**config.mk**
```make
export PLATFORM = sky130hd
export DESIGN_NAME = gga_position_field_extractor_top
export DESIGN_NICKNAME = d
export VERILOG_FILES = /design/src/hw/rtl/gpfe_pkg.sv /design/src/hw/rtl/gga_position_field_extractor_top.sv /design/src/hw/rtl/gpfe_ctrl.sv /design/src/hw/rtl/gpfe_dp.sv
export VERILOG_INCLUDE_DIRS = /design/src /design/src/hw/rtl
export SDC_FILE = /design/constraint.sdc
export NUM_CORES = 1
export LEC_CHECK = 0
export BUFFER_PORTS_ARGS = -buffer_cell sky130_fd_sc_hd__buf_2
export CAP_MARGIN = 20
export CORE_MARGIN = 1.5
export CORE_UTILIZATION = 50
export CTS_CLUSTER_SIZE = 14
export DETAILED_ROUTE_END_ITERATION = 12
export PLACE_DENSITY = 0.68
export SLEW_MARGIN = 20
export SYNTH_ARGS = -nofsm -noshare
export SYNTH_HDL_FRONTEND = slang
export SYNTH_SLANG_ARGS = --single-unit
```
**constraint.sdc**
```tcl
create_clock -name i_clk -period 2.85 [get_ports i_clk]
set_input_delay 0.4275 -clock i_clk [delete_from_list [all_inputs] [get_ports i_clk]]
set_output_delay 0.4275 -clock i_clk [all_outputs]
set_load 0.05 [all_outputs]
```
**src/hw/rtl/gga_position_field_extractor_top_defines.svh**
```systemverilog
// Assertion macros shared by the GGA position field extractor RTL.
`ifndef GGA_POSITION_FIELD_EXTRACTOR_TOP_DEFINES_SVH
`define GGA_POSITION_FIELD_EXTRACTOR_TOP_DEFINES_SVH
`ifndef SYNTHESIS
// Same-cycle implication: cons must hold whenever ante holds.
`define GPFE_ASSERT_IMP(label, clk, rst_n, ante, cons) \
    label: assert property (@(posedge clk) disable iff (!rst_n) (ante) |-> (cons)) \
        else $error("%m: same-cycle check failed");
// Next-cycle implication: cons must hold in the cycle after ante.
`define GPFE_ASSERT_NXT(label, clk, rst_n, ante, cons) \
    label: assert property (@(posedge clk) disable iff (!rst_n) (ante) |=> (cons)) \
        else $error("%m: next-cycle check failed");
`else
`define GPFE_ASSERT_IMP(label, clk, rst_n, ante, cons)
`define GPFE_ASSERT_NXT(label, clk, rst_n, ante, cons)
`endif
`endif

```
**src/hw/rtl/gpfe_pkg.sv**
```systemverilog
// Types and constants shared by the GGA position field extractor.
package gpfe_pkg;

    // Header "$GPGGA," and framing characters
    localparam int          HDR_LEN     = 7;
    localparam int          HDR_IW      = 3;
    localparam logic [7:0]  ASCII_COMMA = 8'h2C;
    localparam logic [7:0]  ASCII_0     = 8'h30;
    localparam logic [7:0]  ASCII_9     = 8'h39;
    localparam logic [7:0]  FRAME_START = 8'h2A;
    localparam logic [7:0]  FRAME_STOP  = 8'h21;

    // Commas already seen when the closing comma of each field arrives
    localparam logic [2:0]  COMMA_LAT_END = 3'd1;
    localparam logic [2:0]  COMMA_LON_END = 3'd3;

    // Controller to datapath commands
    typedef struct packed {
        logic hdr_adv;
        logic hdr_clr;
        logic cap_start;
        logic lat_wr;
        logic lon_wr;
        logic comma_inc;
        logic comma_clr;
        logic emit_step;
    } t_cmd;

    // Datapath to controller status
    typedef struct packed {
        logic hdr_match;
        logic hdr_last;
        logic is_comma;
        logic lat_done;
        logic lon_done;
        logic fix_ok;
        logic emit_last;
        logic out_free;
    } t_sts;

    // Expected header character at a given match position
    function automatic logic [7:0] hdr_char(input logic [HDR_IW-1:0] idx);
        logic [7:0] c;
        case (idx)
            3'd0:    c = 8'h24;  // '$'
            3'd1:    c = 8'h47;  // 'G'
            3'd2:    c = 8'h50;  // 'P'
            3'd3:    c = 8'h47;  // 'G'
            3'd4:    c = 8'h47;  // 'G'
            3'd5:    c = 8'h41;  // 'A'
            3'd6:    c = 8'h2C;  // ','
            default: c = 8'h00;
        endcase
        return c;
    endfunction

endpackage

```
**src/hw/rtl/gga_position_field_extractor_top.sv**
```systemverilog
// Top level of the GGA position field extractor: controller plus datapath.
//
//  Channel   Valid        Stall        Payload
//  input     i_in_valid   o_in_stall   i_rx_byte[7:0]
//  output    o_out_valid  i_out_stall  o_tx_byte[7:0], o_frame_end
//
// Each input byte causes no output, except the comma that closes the
// longitude hemisphere field when latitude starts with a digit.
// That byte starts a frame of LAT_BYTES + LON_BYTES + 2 bytes, sent one per
// cycle through the output register while not stalled; input stall stays
// high until the last byte is loaded, longer while the output is stalled.
// Reset is synchronous, active low, and needs no clearing pass.
module gga_position_field_extractor_top #(
    parameter int LAT_BYTES = 11,
    parameter int LON_BYTES = 12
) (
    input  logic       i_clk,
    input  logic       i_rst_n,
    input  logic       i_in_valid,
    output logic       o_in_stall,
    input  logic [7:0] i_rx_byte,
    output logic       o_out_valid,
    input  logic       i_out_stall,
    output logic [7:0] o_tx_byte,
    output logic       o_frame_end
);
    import gpfe_pkg::*;

    t_cmd w_cmd;
    t_sts w_sts;

    // Sentence phase state machine
    gpfe_ctrl u_ctrl (
        .i_clk      (i_clk),
        .i_rst_n    (i_rst_n),
        .i_in_valid (i_in_valid),
        .o_in_stall (o_in_stall),
        .i_sts      (w_sts),
        .o_cmd      (w_cmd)
    );

    // Stores, counters and frame output
    gpfe_dp #(
        .LAT_BYTES (LAT_BYTES),
        .LON_BYTES (LON_BYTES)
    ) u_dp (
        .i_clk       (i_clk),
        .i_rst_n     (i_rst_n),
        .i_cmd       (w_cmd),
        .o_sts       (w_sts),
        .i_rx_byte   (i_rx_byte),
        .i_out_stall (i_out_stall),
        .o_out_valid (o_out_valid),
        .o_tx_byte   (o_tx_byte),
        .o_frame_end (o_frame_end)
    );

endmodule

```
**src/hw/rtl/gpfe_ctrl.sv**
```systemverilog
// Sentence phase controller for the GGA position field extractor.
`include "gga_position_field_extractor_top_defines.svh"

module gpfe_ctrl (
    input  logic            i_clk,
    input  logic            i_rst_n,
    input  logic            i_in_valid,
    output logic            o_in_stall,
    input  gpfe_pkg::t_sts  i_sts,
    output gpfe_pkg::t_cmd  o_cmd
);
    import gpfe_pkg::*;

    typedef enum logic [2:0] {
        S_HEADER,
        S_SKIP,
        S_LAT,
        S_LON,
        S_EMIT
    } t_state;

    t_state r_state, n_state;
    logic   r_stall, n_stall;
    logic   w_fire;

    assign w_fire     = i_in_valid & ~r_stall;
    assign o_in_stall = r_stall;

    // Next state and datapath commands
    always_comb begin
        n_state = r_state;
        n_stall = r_stall;
        o_cmd   = '0;
        unique case (r_state)
            S_HEADER: begin
                if (w_fire) begin
                    if (i_sts.hdr_match && i_sts.hdr_last) begin
                        o_cmd.hdr_clr = 1'b1;
                        n_state       = S_SKIP;
                    end else if (i_sts.hdr_match) begin
                        o_cmd.hdr_adv = 1'b1;
                    end else begin
                        o_cmd.hdr_clr = 1'b1;
                    end
                end
            end
            S_SKIP: begin
                if (w_fire && i_sts.is_comma) begin
                    o_cmd.cap_start = 1'b1;
                    n_state         = S_LAT;
                end
            end
            S_LAT: begin
                if (w_fire) begin
                    if (i_sts.is_comma) begin
                        o_cmd.comma_inc = 1'b1;
                        if (i_sts.lat_done) begin
                            n_state = S_LON;
                        end
                    end else begin
                        o_cmd.lat_wr = 1'b1;
                    end
                end
            end
            S_LON: begin
                if (w_fire) begin
                    if (i_sts.is_comma && i_sts.lon_done) begin
                        o_cmd.comma_clr = 1'b1;
                        o_cmd.hdr_clr   = 1'b1;
                        if (i_sts.fix_ok) begin
                            n_state = S_EMIT;
                            n_stall = 1'b1;
                        end else begin
                            n_state = S_HEADER;
                        end
                    end else if (i_sts.is_comma) begin
                        o_cmd.comma_inc = 1'b1;
                    end else begin
                        o_cmd.lon_wr = 1'b1;
                    end
                end
            end
            S_EMIT: begin
                // one frame byte per free output slot
                if (i_sts.out_free) begin
                    o_cmd.emit_step = 1'b1;
                    if (i_sts.emit_last) begin
                        n_state = S_HEADER;
                        n_stall = 1'b0;
                    end
                end
            end
            default: begin
                o_cmd.hdr_clr   = 1'b1;
                o_cmd.comma_clr = 1'b1;
                n_state         = S_HEADER;
                n_stall         = 1'b0;
            end
        endcase
    end

    // State and registered stall
    always_ff @(posedge i_clk) begin
        if (!i_rst_n) begin
            r_state <= S_HEADER;
            r_stall <= 1'b0;
        end else begin
            r_state <= n_state;
            r_stall <= n_stall;
        end
    end

    `GPFE_ASSERT_IMP(a_stall_iff_emit, i_clk, i_rst_n, r_stall != (r_state == S_EMIT), 1'b0)
    `GPFE_ASSERT_NXT(a_fix_starts_emit, i_clk, i_rst_n, r_state == S_LON && w_fire && i_sts.is_comma && i_sts.lon_done && i_sts.fix_ok, r_state == S_EMIT)
    `GPFE_ASSERT_NXT(a_emit_done_returns, i_clk, i_rst_n, r_state == S_EMIT && i_sts.out_free && i_sts.emit_last, r_state == S_HEADER && !r_stall)

endmodule

```
**src/hw/rtl/gpfe_dp.sv**
```systemverilog
// Datapath: header matcher, field stores, comma counter and frame output register.
`include "gga_position_field_extractor_top_defines.svh"

module gpfe_dp #(
    parameter int LAT_BYTES = 11,
    parameter int LON_BYTES = 12
) (
    input  logic            i_clk,
    input  logic            i_rst_n,
    input  gpfe_pkg::t_cmd  i_cmd,
    output gpfe_pkg::t_sts  o_sts,
    input  logic [7:0]      i_rx_byte,
    input  logic            i_out_stall,
    output logic            o_out_valid,
    output logic [7:0]      o_tx_byte,
    output logic            o_frame_end
);
    import gpfe_pkg::*;

    localparam int FRAME_LEN = LAT_BYTES + LON_BYTES + 2;
    localparam int EW        = $clog2(FRAME_LEN);
    localparam int LAT_IW    = $clog2(LAT_BYTES);
    localparam int LON_IW    = $clog2(LON_BYTES);
    localparam int LAT_FW    = $clog2(LAT_BYTES + 1);
    localparam int LON_FW    = $clog2(LON_BYTES + 1);

    logic [HDR_IW-1:0] r_hdr_idx;
    logic [2:0]        r_comma_cnt;
    logic [LAT_FW-1:0] r_lat_fill;
    logic [LON_FW-1:0] r_lon_fill;
    logic [EW-1:0]     r_emit_idx;
    logic              r_out_valid;
    logic [7:0]        r_tx_byte;
    logic              r_frame_end;
    logic [7:0]        r_lat [LAT_BYTES];
    logic [7:0]        r_lon [LON_BYTES];

    logic [EW-1:0]     w_lat_off;
    logic [EW-1:0]     w_lon_off;
    logic [7:0]        w_frame_byte;
    logic              w_lat_room;
    logic              w_lon_room;

    // Status toward the controller
    assign o_sts.hdr_match = (i_rx_byte == hdr_char(r_hdr_idx));
    assign o_sts.hdr_last  = (r_hdr_idx == HDR_IW'(HDR_LEN - 1));
    assign o_sts.is_comma  = (i_rx_byte == ASCII_COMMA);
    assign o_sts.lat_done  = (r_comma_cnt >= COMMA_LAT_END);
    assign o_sts.lon_done  = (r_comma_cnt >= COMMA_LON_END);
    assign o_sts.fix_ok    = (r_lat[0] >= ASCII_0) && (r_lat[0] <= ASCII_9);
    assign o_sts.emit_last = (r_emit_idx == EW'(FRAME_LEN - 1));
    assign o_sts.out_free  = ~r_out_valid | ~i_out_stall;

    assign w_lat_room = (r_lat_fill < LAT_FW'(LAT_BYTES));
    assign w_lon_room = (r_lon_fill < LON_FW'(LON_BYTES));

    // Frame byte for the current emit position
    assign w_lat_off = r_emit_idx - EW'(1);
    assign w_lon_off = r_emit_idx - EW'(LAT_BYTES + 1);
    always_comb begin
        if (r_emit_idx == '0) begin
            w_frame_byte = FRAME_START;
        end else if (r_emit_idx <= EW'(LAT_BYTES)) begin
            w_frame_byte = r_lat[w_lat_off[LAT_IW-1:0]];
        end else if (r_emit_idx <= EW'(LAT_BYTES + LON_BYTES)) begin
            w_frame_byte = r_lon[w_lon_off[LON_IW-1:0]];
        end else begin
            w_frame_byte = FRAME_STOP;
        end
    end

    // Counters and output valid
    always_ff @(posedge i_clk) begin
        if (!i_rst_n) begin
            r_hdr_idx   <= '0;
            r_comma_cnt <= '0;
            r_lat_fill  <= '0;
            r_lon_fill  <= '0;
            r_emit_idx  <= '0;
            r_out_valid <= 1'b0;
        end else begin
            if (i_cmd.hdr_clr) begin
                r_hdr_idx <= '0;
            end else if (i_cmd.hdr_adv) begin
                r_hdr_idx <= r_hdr_idx + HDR_IW'(1);
            end

            if (i_cmd.cap_start || i_cmd.comma_clr) begin
                r_comma_cnt <= '0;
            end else if (i_cmd.comma_inc) begin
                r_comma_cnt <= r_comma_cnt + 3'd1;
            end

            if (i_cmd.cap_start) begin
                r_lat_fill <= '0;
                r_lon_fill <= '0;
            end else begin
                if (i_cmd.lat_wr && w_lat_room) begin
                    r_lat_fill <= r_lat_fill + LAT_FW'(1);
                end
                if (i_cmd.lon_wr && w_lon_room) begin
                    r_lon_fill <= r_lon_fill + LON_FW'(1);
                end
            end

            if (i_cmd.emit_step) begin
                r_emit_idx <= o_sts.emit_last ? '0 : r_emit_idx + EW'(1);
            end

            if (o_sts.out_free) begin
                r_out_valid <= i_cmd.emit_step;
            end
        end
    end

    // Field stores and output payload
    always_ff @(posedge i_clk) begin
        if (i_cmd.cap_start) begin
            for (int i = 0; i < LAT_BYTES; i++) begin
                r_lat[i] <= '0;
            end
            for (int i = 0; i < LON_BYTES; i++) begin
                r_lon[i] <= '0;
            end
        end else begin
            if (i_cmd.lat_wr && w_lat_room) begin
                r_lat[r_lat_fill[LAT_IW-1:0]] <= i_rx_byte;
            end
            if (i_cmd.lon_wr && w_lon_room) begin
                r_lon[r_lon_fill[LON_IW-1:0]] <= i_rx_byte;
            end
        end
        if (i_cmd.emit_step) begin
            r_tx_byte   <= w_frame_byte;
            r_frame_end <= o_sts.emit_last;
        end
    end

    assign o_out_valid = r_out_valid;
    assign o_tx_byte   = r_tx_byte;
    assign o_frame_end = r_frame_end;

    `GPFE_ASSERT_NXT(a_lat_full_holds, i_clk, i_rst_n, i_cmd.lat_wr && !w_lat_room && !i_cmd.cap_start, r_lat_fill == LAT_FW'(LAT_BYTES))
    `GPFE_ASSERT_IMP(a_end_is_stop, i_clk, i_rst_n, r_out_valid && r_frame_end, r_tx_byte == FRAME_STOP)
    `GPFE_ASSERT_NXT(a_emit_wraps, i_clk, i_rst_n, i_cmd.emit_step && o_sts.emit_last, r_emit_idx == '0 && r_out_valid && r_frame_end)

endmodule

```
==> metrics.yaml <==
final_layout:
  area_growth_syn_to_layout_pct: 13.6
  drive_gt1_frac: 0.193
  multiInputGateArea_um2: 4650
  register_area_um2: 8360
  num_antenna_cells: 0
  final_util: 0.576
  fillers: 2019
  instances_no_fill: 1371
  fin_nets: 1048
routing:
  drc: 0
  vias_per_cell: 5.74
  vias: 7866
  route.antenna.remaining_nets: 0
  drtIter0Drc: 752
  wl_um: 29000
  avgRoutedWirePerCell_um: 21.1
  firstDrtPassIters: 5
power:
  power_per_cell_area_nw_per_um2: 557
  power_mw: 8.30
  peakVddDrop_mv: 0.435
  power.leakage_nw: 5.02
yosys:
  yosysMostFrequentCell: "edfxtp_1"
  ys_warn_count: 0
  postSynthCellCount: 912
  ys_async_sr_fraction: 0
  ys_top_cells_by_area: "edfxtp_1 59%, mux4_2 13%, dfxtp_1 4.9%"
  synth_commonest_cells: "257 x edfxtp_1, 106 x nor2_1, 99 x and3_1"
  yosys.area.top_type: "edfxtp_1"
  synth_edf_count: 257
  avgSynthCellArea_um2: 14.4
  yosysSeqAreaShare: 0.637
  netlist_area_um2: 13100
  synth_cell_types: 56
  yosysTopAreaCellShare: 0.588
  synth-seq-cells: 289
  synth_ff_type: "edfxtp_1"
grt:
  use_met3: 0.0347
  antenna_found_initial: 1
  gr-total-overflow: 0
  top_usage_layer: "met2"
  use_met1: 0.332
  grt_pass1_wl_um: 44600
  track_usage: 0.220
  grt_max_degree: 68
  grt_pass1_vias: 7610
  grt_use_met2: 0.339
floorplan:
  die_y_um: 165
  rows: 59
  core_area_um2: 25900
  initial_utilization: 0.507
  die_area_um2: 27200
  ios: 23
  die_w_um: 165
placement:
  pre_cts_ws_ns: 0.277
  numPortBuffers: 22
  dp.cells: 1319
  dp_hpwl_um: 19600
  place.gp.congestion: 0.845
cts:
  clk_pin_slew_ns: 0.06
  post-cts-setup-buffers: 0
  cts_made_buffers: 31
  root_buffer: "clkbuf_16"
  clock_sinks: 289
  ctsLongestPathBuffers: 3
  holdBufCountCts: 0
  cts_resized: 0
  cts_tree: "yes"
  h-tree-depth: 1
  clk_latency_ns: 0.55
setup_path:
  cp-start-kind: "register"
  cpPeakStageDelay_ns: 0.51
  worst_ep_arrival_time_ns: 2.83
  regToRegSetupSlack_ns: 0.30
  crit_slowest_cell: "a31oi_2"
  cp_cell_sequence: "buf_4, ha_1, nand2_1, a31oi_2, nor2b_1, a22oi_1, nor2_1"
  path_class: "reg -> reg"
  required_ns: 3.13
  critPathMaxFanout: 35
  crit_path_end_kind: "register"
timing:
  fmax_ghz: 0.393
  rsz0062_at_grt: "no"
  min_period_ns: 2.55
  finalSetupViolCount: 0
  setup-tns-final_ns: 0
  max_slew_margin: 0.415
  clock_skew_ns: 0.0118
  finalMaxSlewViolations: 0
  timing.final.crit_share: 0.894
  final-hold-violation-count: 0
  postLayoutSetupSlackWorst_ns: 0.303
  worstMarginPinSlew_ns: 0.875
status:
  status: "complete, no violations"
min_path:
  hold_class: "in -> reg"
job:
  drv_cap: 0
-- critical path, delay by kind of cell (launching register included) --
family	cells	cell delay (ns)
AOI/OAI and AO/OA	2	0.76
buffers and inverters	1	0.46
and+or+nand+nor	3	0.40
DFF	1	0.33
adders and majority gates	1	0.33
-- kinds of logic after synthesis --
kind of cell	synth area share
AO/OA/AOI/OAI	0.0299
XOR/XNOR	0.00934
adder cells (fa/ha/maj)	0.0181
buffers and inverters	0.0286
flip-flops	0.637
multiplexers	0.142
other	0.000286
AND/OR/NAND/NOR	0.135
-- registers in the layout (all words and copies together), names as in the netlist --
name,flops
u_dp.r_hdr_idx,3
u_dp.r_comma_cnt,3
u_dp.r_emit_idx,5
u_ctrl.r_state,3
u_dp.o_tx_byte,8
u_dp.r_lat_fill,4
u_dp.r_lon,128
u_dp.o_out_valid,1
u_ctrl.o_in_stall,1
u_dp.o_frame_end,1
u_dp.r_lon_fill,4
u_dp.r_lat,128
-- stage by stage --
step	instance area, um^2	hold WS, ns
floorplan	13400	0.449
global placement	14000	0.484
detailed placement	14000	0.501
CTS	14900	0.181
global route	14900	0.204
finish	14900	0.202
-- where the power goes --
| part | internal [mW] | switching, mW | total, mW |
|---|---|---|---|
| Combinational | 0.0549 | 0.0967 | 0.152 |
| Sequential | 4.62 | 0.0139 | 4.63 |
| Clock | 1.97 | 1.54 | 3.51 |
| Total | 6.65 | 1.65 | 8.30 |
-- layer usage --
layer,vias up,wire (um)
li1,3585,-
met1,3956,12600
met2,278,13600
met3,45,2270
met4,2,504
met5,-,13
-- path summary, 6_finish.rpt --
kind	from	end	cells after the start
setup / recovery	u_dp.r_emit_idx[1]$_SDFFE_PN0P_	u_dp.o_tx_byte[4]$_SDFFCE_PN0P_	7
hold / removal	i_out_stall	u_dp.o_out_valid$_SDFFE_PN0P_	3
setup reg to reg	u_dp.r_emit_idx[1]$_SDFFE_PN0P_	u_dp.o_tx_byte[4]$_SDFFCE_PN0P_	7
hold reg to reg	u_dp.r_lat[10][4]$_SDFFE_PP0P_	u_dp.r_lat[10][4]$_SDFFE_PP0P_	2
-- placed cells by master (no fill, tap or decap), drive strengths merged, types with 10 or more instances in the layout --
cell type	netlist	routed
ha	19	19
inv	21	22
nor2b	13	13
clkinv	0	12
dfxtp	32	32
and2	13	13
nand3	11	11
edfxtp	257	257
nand2	73	73
buf	21	75
clkbuf	45	39
a21oi	19	19
nor2	106	106
xnor2	10	10
and3	99	99
mux2i	20	20
mux4	73	73
conb	1	64
-- area by class of cell --
type | count | area share
clock buffer | 39 | 0.0540
clock inverter | 13 | 0.00419
inverter | 21 | 0.00529
timing repair buffer | 75 | 0.0357
tap | 335 | 0.0281
sequential | 289 | 0.561
multi-input combinational | 599 | 0.312
No activity file was read; power rests on OpenSTA's default activity.
